$ cat src/hw/rtl/kol_pkg.sv
// Shared types, character codes, token kinds and keyword table of the lexer.
`default_nettype none
package kol_pkg;

	localparam int OFFSET_BITS = 24;
	localparam int WBUF_LEN    = 8;
	localparam int QDEPTH      = 4;
	localparam int NKW         = 27;

	// token kinds
	localparam logic [5:0] K_EOF     = 6'd0;
	localparam logic [5:0] K_NEWLINE = 6'd1;
	localparam logic [5:0] K_NUMBER  = 6'd2;
	localparam logic [5:0] K_IDENT   = 6'd3;
	localparam logic [5:0] K_STRING  = 6'd4;
	localparam logic [5:0] K_KW0     = 6'd5;
	localparam logic [5:0] K_PLUS    = 6'd32;
	localparam logic [5:0] K_PLUSEQ  = 6'd33;
	localparam logic [5:0] K_INC     = 6'd34;
	localparam logic [5:0] K_MINUS   = 6'd35;
	localparam logic [5:0] K_MINUSEQ = 6'd36;
	localparam logic [5:0] K_DEC     = 6'd37;
	localparam logic [5:0] K_SLASH   = 6'd38;
	localparam logic [5:0] K_STAR    = 6'd39;
	localparam logic [5:0] K_ASSIGN  = 6'd40;
	localparam logic [5:0] K_EQEQ    = 6'd41;
	localparam logic [5:0] K_GT      = 6'd42;
	localparam logic [5:0] K_GTEQ    = 6'd43;
	localparam logic [5:0] K_LT      = 6'd44;
	localparam logic [5:0] K_LTEQ    = 6'd45;
	localparam logic [5:0] K_NOTEQ   = 6'd46;
	localparam logic [5:0] K_COLON   = 6'd47;

	// error codes
	localparam logic [2:0] E_NONE    = 3'd0;
	localparam logic [2:0] E_STRCHAR = 3'd1;
	localparam logic [2:0] E_FRAC    = 3'd2;
	localparam logic [2:0] E_BANG    = 3'd3;
	localparam logic [2:0] E_UNKNOWN = 3'd4;
	localparam logic [2:0] E_UNTERM  = 3'd5;

	// characters
	localparam logic [7:0] CH_NUL   = 8'h00;
	localparam logic [7:0] CH_TAB   = 8'h09;
	localparam logic [7:0] CH_LF    = 8'h0A;
	localparam logic [7:0] CH_CR    = 8'h0D;
	localparam logic [7:0] CH_SPACE = 8'h20;
	localparam logic [7:0] CH_BANG  = 8'h21;
	localparam logic [7:0] CH_QUOTE = 8'h22;
	localparam logic [7:0] CH_HASH  = 8'h23;
	localparam logic [7:0] CH_PCT   = 8'h25;
	localparam logic [7:0] CH_STAR  = 8'h2A;
	localparam logic [7:0] CH_PLUS  = 8'h2B;
	localparam logic [7:0] CH_MINUS = 8'h2D;
	localparam logic [7:0] CH_DOT   = 8'h2E;
	localparam logic [7:0] CH_SLASH = 8'h2F;
	localparam logic [7:0] CH_COLON = 8'h3A;
	localparam logic [7:0] CH_LT    = 8'h3C;
	localparam logic [7:0] CH_EQ    = 8'h3D;
	localparam logic [7:0] CH_GT    = 8'h3E;
	localparam logic [7:0] CH_BSL   = 8'h5C;

	// keyword text, right aligned, first character highest
	localparam logic [63:0] KW_TEXT [NKW] = '{
		"LABEL", "GOTO", "PRINT", "INPUT", "LET", "CAST", "IF", "THEN", "ENDIF",
		"ELIF", "ELSE", "WHILE", "REPEAT", "ENDWHILE", "FOR", "ENDFOR", "OR",
		"AND", "False", "True", "None", "int", "float", "double", "string",
		"bool", "auto"};
	localparam logic [3:0] KW_LEN [NKW] = '{
		4'd5, 4'd4, 4'd5, 4'd5, 4'd3, 4'd4, 4'd2, 4'd4, 4'd5, 4'd4, 4'd4, 4'd5,
		4'd6, 4'd8, 4'd3, 4'd6, 4'd2, 4'd3, 4'd5, 4'd4, 4'd4, 4'd3, 4'd5, 4'd6,
		4'd6, 4'd4, 4'd4};

	typedef struct packed {
		logic [7:0] source_byte;
		logic       end_of_source;
	} src_word_t;

	typedef struct packed {
		logic [5:0]  token_kind;
		logic [23:0] token_start;
		logic [23:0] token_length;
		logic [2:0]  error_code;
		logic        last_result;
	} tok_word_t;

	// all results of one input item
	typedef struct packed {
		logic [1:0]           cnt;
		tok_word_t [2:0]      slot;
	} bundle_t;

	typedef logic [WBUF_LEN-1:0][7:0] wbuf_t;

	// match the buffered word against every keyword in parallel
	function automatic logic [5:0] kw_lookup(input wbuf_t wb, input logic [3:0] len);
		logic [5:0] k;
		logic       hit;
		logic [2:0] pos;
		k = K_IDENT;
		for (int i = NKW - 1; i >= 0; i--) begin
			hit = (KW_LEN[i] == len);
			for (int j = 0; j < WBUF_LEN; j++) begin
				pos = 3'(KW_LEN[i] - 4'd1 - 4'(j));
				if ((4'(j) < KW_LEN[i]) && (wb[j] != KW_TEXT[i][8*pos +: 8]))
					hit = 1'b0;
			end
			if (hit)
				k = K_KW0 + 6'(i);
		end
		return k;
	endfunction

endpackage
`default_nettype wire

$ cat src/hw/rtl/kol_front.sv
// Lexer front end: accepts source words and turns each into a bundle of tokens.
`default_nettype none
module kol_front (
	input  wire logic              clk,
	input  wire logic              arst_n,
	input  wire logic              accept,
	input  wire kol_pkg::src_word_t src_word,
	output logic                   push,
	output kol_pkg::bundle_t       bundle
);
	import kol_pkg::*;

	localparam logic [3:0] M_IDLE    = 4'd0;
	localparam logic [3:0] M_COMMENT = 4'd1;
	localparam logic [3:0] M_STRING  = 4'd2;
	localparam logic [3:0] M_NUMINT  = 4'd3;
	localparam logic [3:0] M_NUMDOT  = 4'd4;
	localparam logic [3:0] M_NUMFRAC = 4'd5;
	localparam logic [3:0] M_WORD    = 4'd6;
	localparam logic [3:0] M_OPER    = 4'd7;
	localparam logic [3:0] M_DONE    = 4'd8;
	localparam logic [3:0] M_HALT    = 4'd9;

	localparam logic [23:0] LEN_MAX = 24'hFFFFFF;

	logic [3:0]             mode_q, mode_d;
	logic [7:0]             held_q, held_d;
	logic [OFFSET_BITS-1:0] pos_q, pos_d, beg_q, beg_d;
	logic [23:0]            wlen_q, wlen_d;
	wbuf_t                  wbuf_q, wbuf_d;

	tok_word_t  res [3];
	logic [1:0] n;
	logic       disp;
	logic [5:0] wkind;
	logic [7:0] c;
	logic       is_dig, is_alp;

	function automatic tok_word_t mk(input logic [5:0] k, input logic [OFFSET_BITS-1:0] s,
		input logic [23:0] l, input logic [2:0] e);
		tok_word_t t;
		t.token_kind   = k;
		t.token_start  = 24'(s);
		t.token_length = l;
		t.error_code   = e;
		t.last_result  = 1'b0;
		return t;
	endfunction

	function automatic logic [5:0] single_kind(input logic [7:0] h);
		priority case (h)
			CH_PLUS:  return K_PLUS;
			CH_MINUS: return K_MINUS;
			CH_EQ:    return K_ASSIGN;
			CH_GT:    return K_GT;
			default:  return K_LT;
		endcase
	endfunction

	function automatic logic [5:0] eq_kind(input logic [7:0] h);
		priority case (h)
			CH_PLUS:  return K_PLUSEQ;
			CH_MINUS: return K_MINUSEQ;
			CH_EQ:    return K_EQEQ;
			CH_GT:    return K_GTEQ;
			CH_LT:    return K_LTEQ;
			default:  return K_NOTEQ;
		endcase
	endfunction

	assign c      = src_word.source_byte;
	assign is_dig = (c >= 8'h30) && (c <= 8'h39);
	assign is_alp = ((c >= 8'h61) && (c <= 8'h7A)) || ((c >= 8'h41) && (c <= 8'h5A));
	assign wkind  = (wlen_q > 24'(WBUF_LEN)) ? K_IDENT : kw_lookup(wbuf_q, wlen_q[3:0]);

	// classify the word and collect its tokens
	always_comb begin
		mode_d = mode_q;
		held_d = held_q;
		pos_d  = pos_q;
		beg_d  = beg_q;
		wlen_d = wlen_q;
		wbuf_d = wbuf_q;
		res    = '{default: '0};
		n      = 2'd0;
		disp   = 1'b0;
		if (mode_q == M_HALT) begin
		end else if (src_word.end_of_source || mode_q == M_DONE) begin
			if (mode_q == M_DONE) begin
				res[n] = mk(K_EOF, pos_q, 24'd0, E_NONE); n = n + 2'd1;
			end else begin
				priority case (mode_q)
					M_STRING: begin
						res[n] = mk(K_EOF, pos_q, 24'd0, E_UNTERM); n = n + 2'd1;
						mode_d = M_HALT;
					end
					M_NUMDOT: begin
						res[n] = mk(K_EOF, pos_q, 24'd0, E_FRAC); n = n + 2'd1;
						mode_d = M_HALT;
					end
					M_NUMINT, M_NUMFRAC: begin
						res[n] = mk(K_NUMBER, beg_q, wlen_q, E_NONE); n = n + 2'd1;
					end
					M_WORD: begin
						res[n] = mk(wkind, beg_q, wlen_q, E_NONE); n = n + 2'd1;
					end
					M_OPER: begin
						if (held_q == CH_BANG) begin
							res[n] = mk(K_EOF, beg_q, 24'd0, E_BANG); n = n + 2'd1;
							mode_d = M_HALT;
						end else begin
							res[n] = mk(single_kind(held_q), beg_q, 24'd1, E_NONE);
							n = n + 2'd1;
						end
					end
					default: begin
					end
				endcase
				if (mode_d != M_HALT) begin
					res[n] = mk(K_NEWLINE, pos_q, 24'd0, E_NONE); n = n + 2'd1;
					res[n] = mk(K_EOF, pos_q, 24'd0, E_NONE); n = n + 2'd1;
					mode_d = M_DONE;
				end
			end
		end else begin
			pos_d = pos_q + 1'b1;
			priority case (mode_q)
				M_COMMENT: disp = (c == CH_LF);
				M_STRING: begin
					if (c == CH_QUOTE) begin
						res[n] = mk(K_STRING, beg_q, wlen_q, E_NONE); n = n + 2'd1;
						mode_d = M_IDLE;
					end else if (c == CH_CR || c == CH_LF || c == CH_TAB || c == CH_BSL ||
						c == CH_PCT) begin
						res[n] = mk(K_EOF, pos_q, 24'd0, E_STRCHAR); n = n + 2'd1;
						mode_d = M_HALT;
					end else if (wlen_q != LEN_MAX) begin
						wlen_d = wlen_q + 24'd1;
					end
				end
				M_NUMINT, M_NUMFRAC: begin
					if (is_dig || (mode_q == M_NUMINT && c == CH_DOT)) begin
						if (wlen_q != LEN_MAX)
							wlen_d = wlen_q + 24'd1;
						if (!is_dig)
							mode_d = M_NUMDOT;
					end else begin
						res[n] = mk(K_NUMBER, beg_q, wlen_q, E_NONE); n = n + 2'd1;
						disp = 1'b1;
					end
				end
				M_NUMDOT: begin
					if (is_dig) begin
						if (wlen_q != LEN_MAX)
							wlen_d = wlen_q + 24'd1;
						mode_d = M_NUMFRAC;
					end else begin
						res[n] = mk(K_EOF, pos_q, 24'd0, E_FRAC); n = n + 2'd1;
						mode_d = M_HALT;
					end
				end
				M_WORD: begin
					if (is_dig || is_alp) begin
						if (wlen_q < 24'(WBUF_LEN))
							wbuf_d[wlen_q[$clog2(WBUF_LEN)-1:0]] = c;
						if (wlen_q != LEN_MAX)
							wlen_d = wlen_q + 24'd1;
					end else begin
						res[n] = mk(wkind, beg_q, wlen_q, E_NONE); n = n + 2'd1;
						disp = 1'b1;
					end
				end
				M_OPER: begin
					if (c == CH_EQ) begin
						res[n] = mk(eq_kind(held_q), beg_q, 24'd2, E_NONE); n = n + 2'd1;
						mode_d = M_IDLE;
					end else if (c == held_q && (c == CH_PLUS || c == CH_MINUS)) begin
						res[n] = mk((c == CH_PLUS) ? K_INC : K_DEC, beg_q, 24'd2, E_NONE);
						n = n + 2'd1;
						mode_d = M_IDLE;
					end else if (held_q == CH_BANG) begin
						res[n] = mk(K_EOF, beg_q, 24'd0, E_BANG); n = n + 2'd1;
						mode_d = M_HALT;
					end else begin
						res[n] = mk(single_kind(held_q), beg_q, 24'd1, E_NONE); n = n + 2'd1;
						disp = 1'b1;
					end
				end
				default: disp = 1'b1;
			endcase
			// start a new token from this byte
			if (disp) begin
				mode_d = M_IDLE;
				priority case (c)
					CH_SPACE, CH_TAB, CH_CR: begin
					end
					CH_HASH: mode_d = M_COMMENT;
					CH_LF: begin
						res[n] = mk(K_NEWLINE, pos_q, 24'd1, E_NONE); n = n + 2'd1;
					end
					CH_SLASH: begin
						res[n] = mk(K_SLASH, pos_q, 24'd1, E_NONE); n = n + 2'd1;
					end
					CH_STAR: begin
						res[n] = mk(K_STAR, pos_q, 24'd1, E_NONE); n = n + 2'd1;
					end
					CH_COLON: begin
						res[n] = mk(K_COLON, pos_q, 24'd1, E_NONE); n = n + 2'd1;
					end
					CH_PLUS, CH_MINUS, CH_EQ, CH_GT, CH_LT, CH_BANG: begin
						mode_d = M_OPER;
						held_d = c;
						beg_d  = pos_q;
					end
					CH_QUOTE: begin
						mode_d = M_STRING;
						beg_d  = pos_q + 1'b1;
						wlen_d = 24'd0;
					end
					CH_NUL: begin
						res[n] = mk(K_EOF, pos_q, 24'd0, E_NONE); n = n + 2'd1;
					end
					default: begin
						if (is_dig) begin
							mode_d = M_NUMINT;
							beg_d  = pos_q;
							wlen_d = 24'd1;
						end else if (is_alp) begin
							mode_d    = M_WORD;
							beg_d     = pos_q;
							wbuf_d[0] = c;
							wlen_d    = 24'd1;
						end else begin
							res[n] = mk(K_EOF, pos_q, 24'd0, E_UNKNOWN); n = n + 2'd1;
							mode_d = M_HALT;
						end
					end
				endcase
			end
		end
	end

	assign push              = accept && (n != 2'd0);
	assign bundle.cnt        = n;
	assign bundle.slot[0]    = res[0];
	assign bundle.slot[1]    = res[1];
	assign bundle.slot[2]    = res[2];

	// advance lexer state on each accepted word
	always_ff @(posedge clk or negedge arst_n) begin
		if (!arst_n) begin
			mode_q <= M_IDLE;
			held_q <= '0;
			pos_q  <= '0;
			beg_q  <= '0;
			wlen_q <= '0;
		end else if (accept) begin
			mode_q <= mode_d;
			held_q <= held_d;
			pos_q  <= pos_d;
			beg_q  <= beg_d;
			wlen_q <= wlen_d;
		end
	end

	// hold word text; unread until written
	always_ff @(posedge clk) begin
		if (accept)
			wbuf_q <= wbuf_d;
	end

endmodule
`default_nettype wire

$ cat src/hw/rtl/kol_queue.sv
// Short bundle queue between lexer front end and token output stage.
`default_nettype none
module kol_queue (
	input  wire logic              clk,
	input  wire logic              arst_n,
	input  wire logic              push,
	input  wire kol_pkg::bundle_t  wdata,
	input  wire logic              pop,
	output logic                   nonempty,
	output logic                   full,
	output kol_pkg::bundle_t       rdata
);
	import kol_pkg::*;

	localparam int AW = $clog2(QDEPTH);

	bundle_t     mem_q [QDEPTH];
	logic [AW-1:0] wr_q, rd_q;
	logic [AW:0]   count_q;

	assign nonempty = (count_q != '0);
	assign full     = (count_q == (AW+1)'(QDEPTH));
	assign rdata    = mem_q[rd_q];

	// store pushed bundles
	always_ff @(posedge clk) begin
		if (push)
			mem_q[wr_q] <= wdata;
	end

	// advance pointers and count
	always_ff @(posedge clk or negedge arst_n) begin
		if (!arst_n) begin
			wr_q    <= '0;
			rd_q    <= '0;
			count_q <= '0;
		end else begin
			if (push)
				wr_q <= wr_q + 1'b1;
			if (pop)
				rd_q <= rd_q + 1'b1;
			if (push && !pop)
				count_q <= count_q + 1'b1;
			else if (pop && !push)
				count_q <= count_q - 1'b1;
		end
	end

`ifndef ASSERT_OFF
	a_no_overflow: assert property (@(posedge clk) disable iff (!arst_n)
		push |-> (!full || pop))
		else $error("bundle queue overflow");
	a_no_underflow: assert property (@(posedge clk) disable iff (!arst_n)
		pop |-> nonempty)
		else $error("bundle queue underflow");
	a_count_up: assert property (@(posedge clk) disable iff (!arst_n)
		(push && !pop) |=> (count_q == $past(count_q) + 1'b1))
		else $error("bundle queue count mismatch");
	a_nonempty_bundle: assert property (@(posedge clk) disable iff (!arst_n)
		push |-> (wdata.cnt != 2'd0))
		else $error("empty bundle pushed");
`endif

endmodule
`default_nettype wire

$ cat src/hw/rtl/kol_back.sv
// Token output stage: unpacks bundles and drives one token word per cycle unless stalled.
`default_nettype none
module kol_back (
	input  wire logic              clk,
	input  wire logic              arst_n,
	input  wire logic              q_nonempty,
	input  wire kol_pkg::bundle_t  q_data,
	output logic                   pop,
	output logic                   tok_valid,
	input  wire logic              tok_stall,
	output kol_pkg::tok_word_t     tok_word
);
	import kol_pkg::*;

	bundle_t    cur_q;
	logic [1:0] idx_q;
	logic       have_q;
	logic       out_free, emit, last_one;
	tok_word_t  nxt;

	assign out_free = !tok_valid || !tok_stall;
	assign emit     = out_free && have_q;
	assign last_one = (idx_q == cur_q.cnt - 2'd1);
	assign pop      = q_nonempty && (!have_q || (emit && last_one));

	always_comb begin
		unique case (idx_q)
			2'd0:    nxt = cur_q.slot[0];
			2'd1:    nxt = cur_q.slot[1];
			default: nxt = cur_q.slot[2];
		endcase
		nxt.last_result = last_one;
	end

	// load bundles and step through their tokens
	always_ff @(posedge clk or negedge arst_n) begin
		if (!arst_n) begin
			have_q    <= 1'b0;
			idx_q     <= '0;
			tok_valid <= 1'b0;
		end else begin
			if (pop) begin
				have_q <= 1'b1;
				idx_q  <= '0;
			end else if (emit && last_one) begin
				have_q <= 1'b0;
			end else if (emit) begin
				idx_q <= idx_q + 2'd1;
			end
			if (out_free)
				tok_valid <= have_q;
		end
	end

	// hold bundle and output payload
	always_ff @(posedge clk) begin
		if (pop)
			cur_q <= q_data;
		if (emit)
			tok_word <= nxt;
	end

endmodule
`default_nettype wire

$ cat src/hw/rtl/keyword_operator_lexer.sv
// Top level of the keyword and operator lexer.
`default_nettype none
// Takes one source byte (or an end-of-source marker) per cycle while src_stall
// is low and delivers tokens with kind, start offset and length; the last token
// caused by a byte carries last_result. The front end classifies one byte per
// cycle, so bytes flow at one per cycle while tokens are taken. Tokens leave
// through an output register, one per cycle while tok_stall is low; a byte that
// ends one token and starts another, or the end marker (up to three tokens),
// yields more than one token, and a four-entry queue between front end and
// output absorbs these bursts. src_stall rises only when that queue is full.
// After an error the lexer gives no further tokens until reset.
module keyword_operator_lexer (
	input  wire logic              clk,
	input  wire logic              arst_n,
	input  wire logic              src_valid,
	output logic                   src_stall,
	input  wire kol_pkg::src_word_t src_word,
	output logic                   tok_valid,
	input  wire logic              tok_stall,
	output kol_pkg::tok_word_t     tok_word
);
	import kol_pkg::*;

	logic    accept, push, pop, q_nonempty, q_full;
	bundle_t f_bundle, q_bundle;

	assign src_stall = q_full;
	assign accept    = src_valid && !src_stall;

	kol_front u_front (
		.clk      (clk),
		.arst_n   (arst_n),
		.accept   (accept),
		.src_word (src_word),
		.push     (push),
		.bundle   (f_bundle)
	);

	kol_queue u_queue (
		.clk      (clk),
		.arst_n   (arst_n),
		.push     (push),
		.wdata    (f_bundle),
		.pop      (pop),
		.nonempty (q_nonempty),
		.full     (q_full),
		.rdata    (q_bundle)
	);

	kol_back u_back (
		.clk        (clk),
		.arst_n     (arst_n),
		.q_nonempty (q_nonempty),
		.q_data     (q_bundle),
		.pop        (pop),
		.tok_valid  (tok_valid),
		.tok_stall  (tok_stall),
		.tok_word   (tok_word)
	);

endmodule
`default_nettype wire

$ cat config.mk
export PLATFORM = sky130hd
export DESIGN_NAME = keyword_operator_lexer
export DESIGN_NICKNAME = d
export VERILOG_FILES = /design/src/hw/rtl/kol_pkg.sv /design/src/hw/rtl/kol_front.sv /design/src/hw/rtl/kol_queue.sv /design/src/hw/rtl/kol_back.sv /design/src/hw/rtl/keyword_operator_lexer.sv
export SDC_FILE = /design/constraint.sdc
export NUM_CORES = 1
export LEC_CHECK = 0
export BUFFER_PORTS_ARGS = -buffer_cell sky130_fd_sc_hd__buf_2
export CAP_MARGIN = 20
export CORE_MARGIN = 2
export CORE_UTILIZATION = 60
export DETAILED_ROUTE_END_ITERATION = 7
export PLACE_DENSITY = 0.77
export SYNTH_ARGS = -nofsm -noshare
export SYNTH_HDL_FRONTEND = slang
export SYNTH_SLANG_ARGS = --single-unit
$ cat constraint.sdc
create_clock -name clk -period 6.2 [get_ports clk]
set_input_delay 1.86 -clock clk [delete_from_list [all_inputs] [get_ports clk]]
set_output_delay 1.86 -clock clk [all_outputs]
set_load 0.02 [all_outputs]
==> impl_metrics.py <==
metrics = {
    "logic_synthesis": {
        "synth-warning-count": 0,
        "synth_xor_area_share_pct": 1.66,
        "syn_area_um2": 33300,
        "synth.mux.area_fraction_pct": 8.23,
        "synth-main-ff-cell": "edfxtp_1",
        "synth_top_family_by_area": "simple AND/OR/NAND/NOR gates",
        "ys_ff_latch": 777,
        "synthSimpleGateAreaFrac_pct": 12.5,
        "avgSynthCellArea_um2": 15.3,
        "syn_nets": 2201,
        "synth_edf_count": 682,
        "synth_async_sr_flop_share_pct": 12.2,
        "synth_compound_area_share_pct": 6.24,
        "seq_area_frac_synth_pct": 68.7,
        "synth.distinct_cells": 107,
        "synth-adder-area-share_pct": 0.587,
        "syn_inst": 2173,
    },
    "clocking": {
        "cts.reportedPaths.clkPinSlew_ps": 60,
        "cts_hold_buf": 0,
        "cts_root_buffer": "clkbuf_16",
        "cts_resized": 0,
        "tritoncts": "done",
        "cts.sinks": 777,
        "clock_latency_ps": 630,
        "htreeDepth": 3,
        "post_cts_buffers": 0,
        "numCtsBuffers": 77,
        "clockBufferDepth": 3,
    },
    "sta": {
        "fmax_mhz": 195,
        "slew_headroom_pct": 25.3,
        "setup_tns_ps": 0,
        "rsz0062_at_grt": "no",
        "fin_crit_sh_pct": 82.5,
        "hold_viol": 0,
        "min_period_ps": 5120,
        "fin_skew_ps": 45.1,
        "tightest_slew_ps": 1110,
        "setup_violations": 0,
        "slew_viol_final": 0,
    },
    "floorplan": {
        "core_um2": 55000,
        "rows": 86,
        "die_h_um": 239,
        "start_util_pct": 60.5,
        "die_w_um": 239,
        "dieArea_um2": 57300,
        "design.portCount": 73,
    },
    "global_route": {
        "grt_max_degree": 72,
        "antenna_found_initial": 3,
        "grt_usage_pct": 28.3,
        "grt_pass1_vias": 19500,
        "grt_pass1_wl_um": 121000,
        "overflow": 0,
    },
    "finish": {
        "syn_to_final_growth_pct": 11.4,
        "fin_nets": 2276,
        "layout-drive-gt1-share_pct": 18.2,
        "fill_cells": 3593,
        "final_common_cell": "edfxtp_1",
        "layout_common_cells": "682 x edfxtp_1, 178 x nand2_1, 115 x nor2_1",
        "fin_util_pct": 67.4,
    },
    "power_and_ir_drop": {
        "p_sw_share_pct": 28.2,
        "comb_power_share_pct": 20.9,
        "irDropWorstVdd_uv": 250,
        "p_leak_nw": 12.9,
        "sequentialPowerShare_pct": 48.4,
        "p_clk_share_pct": 30.7,
        "power_per_cell_area_nw_per_um2": 399,
        "p_int_mw": 10.6,
        "power_switching_mw": 4.18,
    },
    "setup_path": {
        "crit_required_ps": 6750,
        "end_kind": "flip-flop",
        "worstPathMaxFanout": 14,
        "worstSetupPathType": "in -> reg",
        "arrival_ps": 5670,
        "cp-start-kind": "primary input",
    },
    "outcome": {
        "status": "finished, final reports clean",
    },
    "place": {
        "io_buffers": 72,
        "hpwl_um": 49800,
        "place.gp.congestion": 0.943,
    },
    "detailed_routing": {
        "wl_per_cell_um": 26.0,
        "num_vias": 19800,
        "wl_um": 79600,
        "drt_iter0_markers": 2059,
        "vias_per_cell": 6.47,
        "drc_errors": 0,
        "postRouteAntennaNets": 0,
        "dr.pass1.iters": 5,
    },
    "min_path": {
        "min_path_type": "reg -> reg",
    },
    "job": {
        "max_cap_viol_count": 0,
    },
}
-- worst max-delay path, cell delays in order --
cell and delay, ps:
buf_2 270, nor3_1 130, a221oi_2 400, inv_2 130, o2111ai_2 270, nand4_2 150, ha_1 300, inv_1 40
a31oi_1 170, a31oi_1 70, a211oi_1 260, o31ai_1 110, o2bb2ai_1 200, o2bb2ai_2 170, ha_1 200, inv_1 70
fa_1 430, xor2_1 170, nor2_1 110, xor2_1 150
-- flip-flops by register name (all words and copies together) (netlist names), 2 cells and up --
register / count
u_back.idx_q: 2
u_front.wbuf_q: 64
u_queue.mem_q: 448
u_queue.wr_q: 2
u_back.tok_word: 58
u_front.pos_q: 24
u_front.held_q: 8
u_queue.count_q: 3
u_front.wlen_q: 24
u_queue.rd_q: 2
u_front.beg_q: 24
u_front.mode_q: 4
u_back.cur_q: 112
-- cells by family after synthesis --
| group | Yosys count |
|---|---|
| compound gates | 290 |
| xor+xnor | 63 |
| fa+ha+maj | 15 |
| buf+inv | 158 |
| flops | 777 |
| mux | 132 |
| simple gates | 738 |
-- area by class of cell --
cell class              instances  area (um^2)  share of cell area, %
well taps                     748          936                   2.52
clock buffers                 110         2140                   5.78
diodes                          1         2.50                0.00675
clock inverters                29          319                  0.861
multi-input cells            1238         9750                   26.3
inverters                      28          108                  0.290
repair buffers                126          951                   2.56
flip-flops and latches        777        22900                   61.7
-- synthesized netlist by cell type, types with 8 or more instances --
cell,count,area [um^2]
nand3_1,57,285
a21oi_1,36,180
o31ai_1,16,120
edfxtp_1,682,20500
nand2_1,178,668
xor2_1,29,254
o21ai_1,8,40.0
a22oi_2,10,125
buf_1,25,93.8
a221oi_1,8,70.1
nor4_1,28,175
clkbuf_1,72,270
nor2_1,117,439
or3_1,10,62.6
and3_1,21,131
mux2i_1,8,80.1
mux2_1,8,90.1
or4_1,8,60.1
buf_4,10,75.1
inv_1,25,93.8
nor4b_1,18,158
a211oi_1,9,67.6
a31oi_1,16,100
ha_1,14,175
buf_2,16,80.1
nand4_1,37,231
nor4bb_1,9,90.1
o21ai_0,76,380
xnor2_1,34,298
mux4_2,112,2520
nand2b_1,21,131
and2_1,116,726
dfrtp_1,95,2380
a22o_1,8,70.1
nor3_1,25,125
a22oi_1,32,240
nor2b_1,19,119
nand3b_1,9,67.6
-- per-layer routing --
layer	GRT usage [%]	wire [um]	vias up
met3	4.38	5990	125
li1	-	-	8607
met5	0	11	-
met2	42.9	37100	904
met4	7.52	1620	2
met1	43.3	34900	10100
-- final timing paths --
kind	start	end	slack, ps	cells past startpoint
setup / recovery	src_word[2]	u_queue.count_q[2]$_DFFE_PN0P_	1080	20
hold / removal	u_front.beg_q[11]$_DFFE_PN0P_	u_front.beg_q[11]$_DFFE_PN0P_	480	2
min in group asynchronous	arst_n	u_front.held_q[7]$_DFFE_PN0P_	1360	1
max in group asynchronous	arst_n	u_front.wlen_q[15]$_DFFE_PN0P_	3730	2
hold reg to reg	u_front.beg_q[11]$_DFFE_PN0P_	u_front.beg_q[11]$_DFFE_PN0P_	480	2
setup reg to reg	u_front.mode_q[2]$_DFFE_PN0P_	u_queue.count_q[2]$_DFFE_PN0P_	1950	13
-- power by group through the flow --
stage	clock [mW]	sequential, mW	combinational [mW]
6_report	4.55	7.17	3.09
5_1_grt	4.82	7.24	3.32
4_1_cts	4.61	7.26	3.03
3_5_place_dp	0	7.35	3.00
3_3_place_gp	0	7.30	2.94
2_1_floorplan	0	7.31	1.96
-- through the flow --
stage	area (um^2)	cells	setup slack [ps]	hold WS, ps	total power, mW
2_1_floorplan	33300	2173	17.6	447	9.27
3_3_place_gp	34600	2915	394	466	10.2
3_5_place_dp	34600	2916	472	471	10.3
4_1_cts	37000	3055	1100	483	14.9
5_1_grt	37100	3056	721	502	15.4
6_report	37100	3057	1080	481	14.8
No activity file was read; power rests on OpenSTA's default activity.
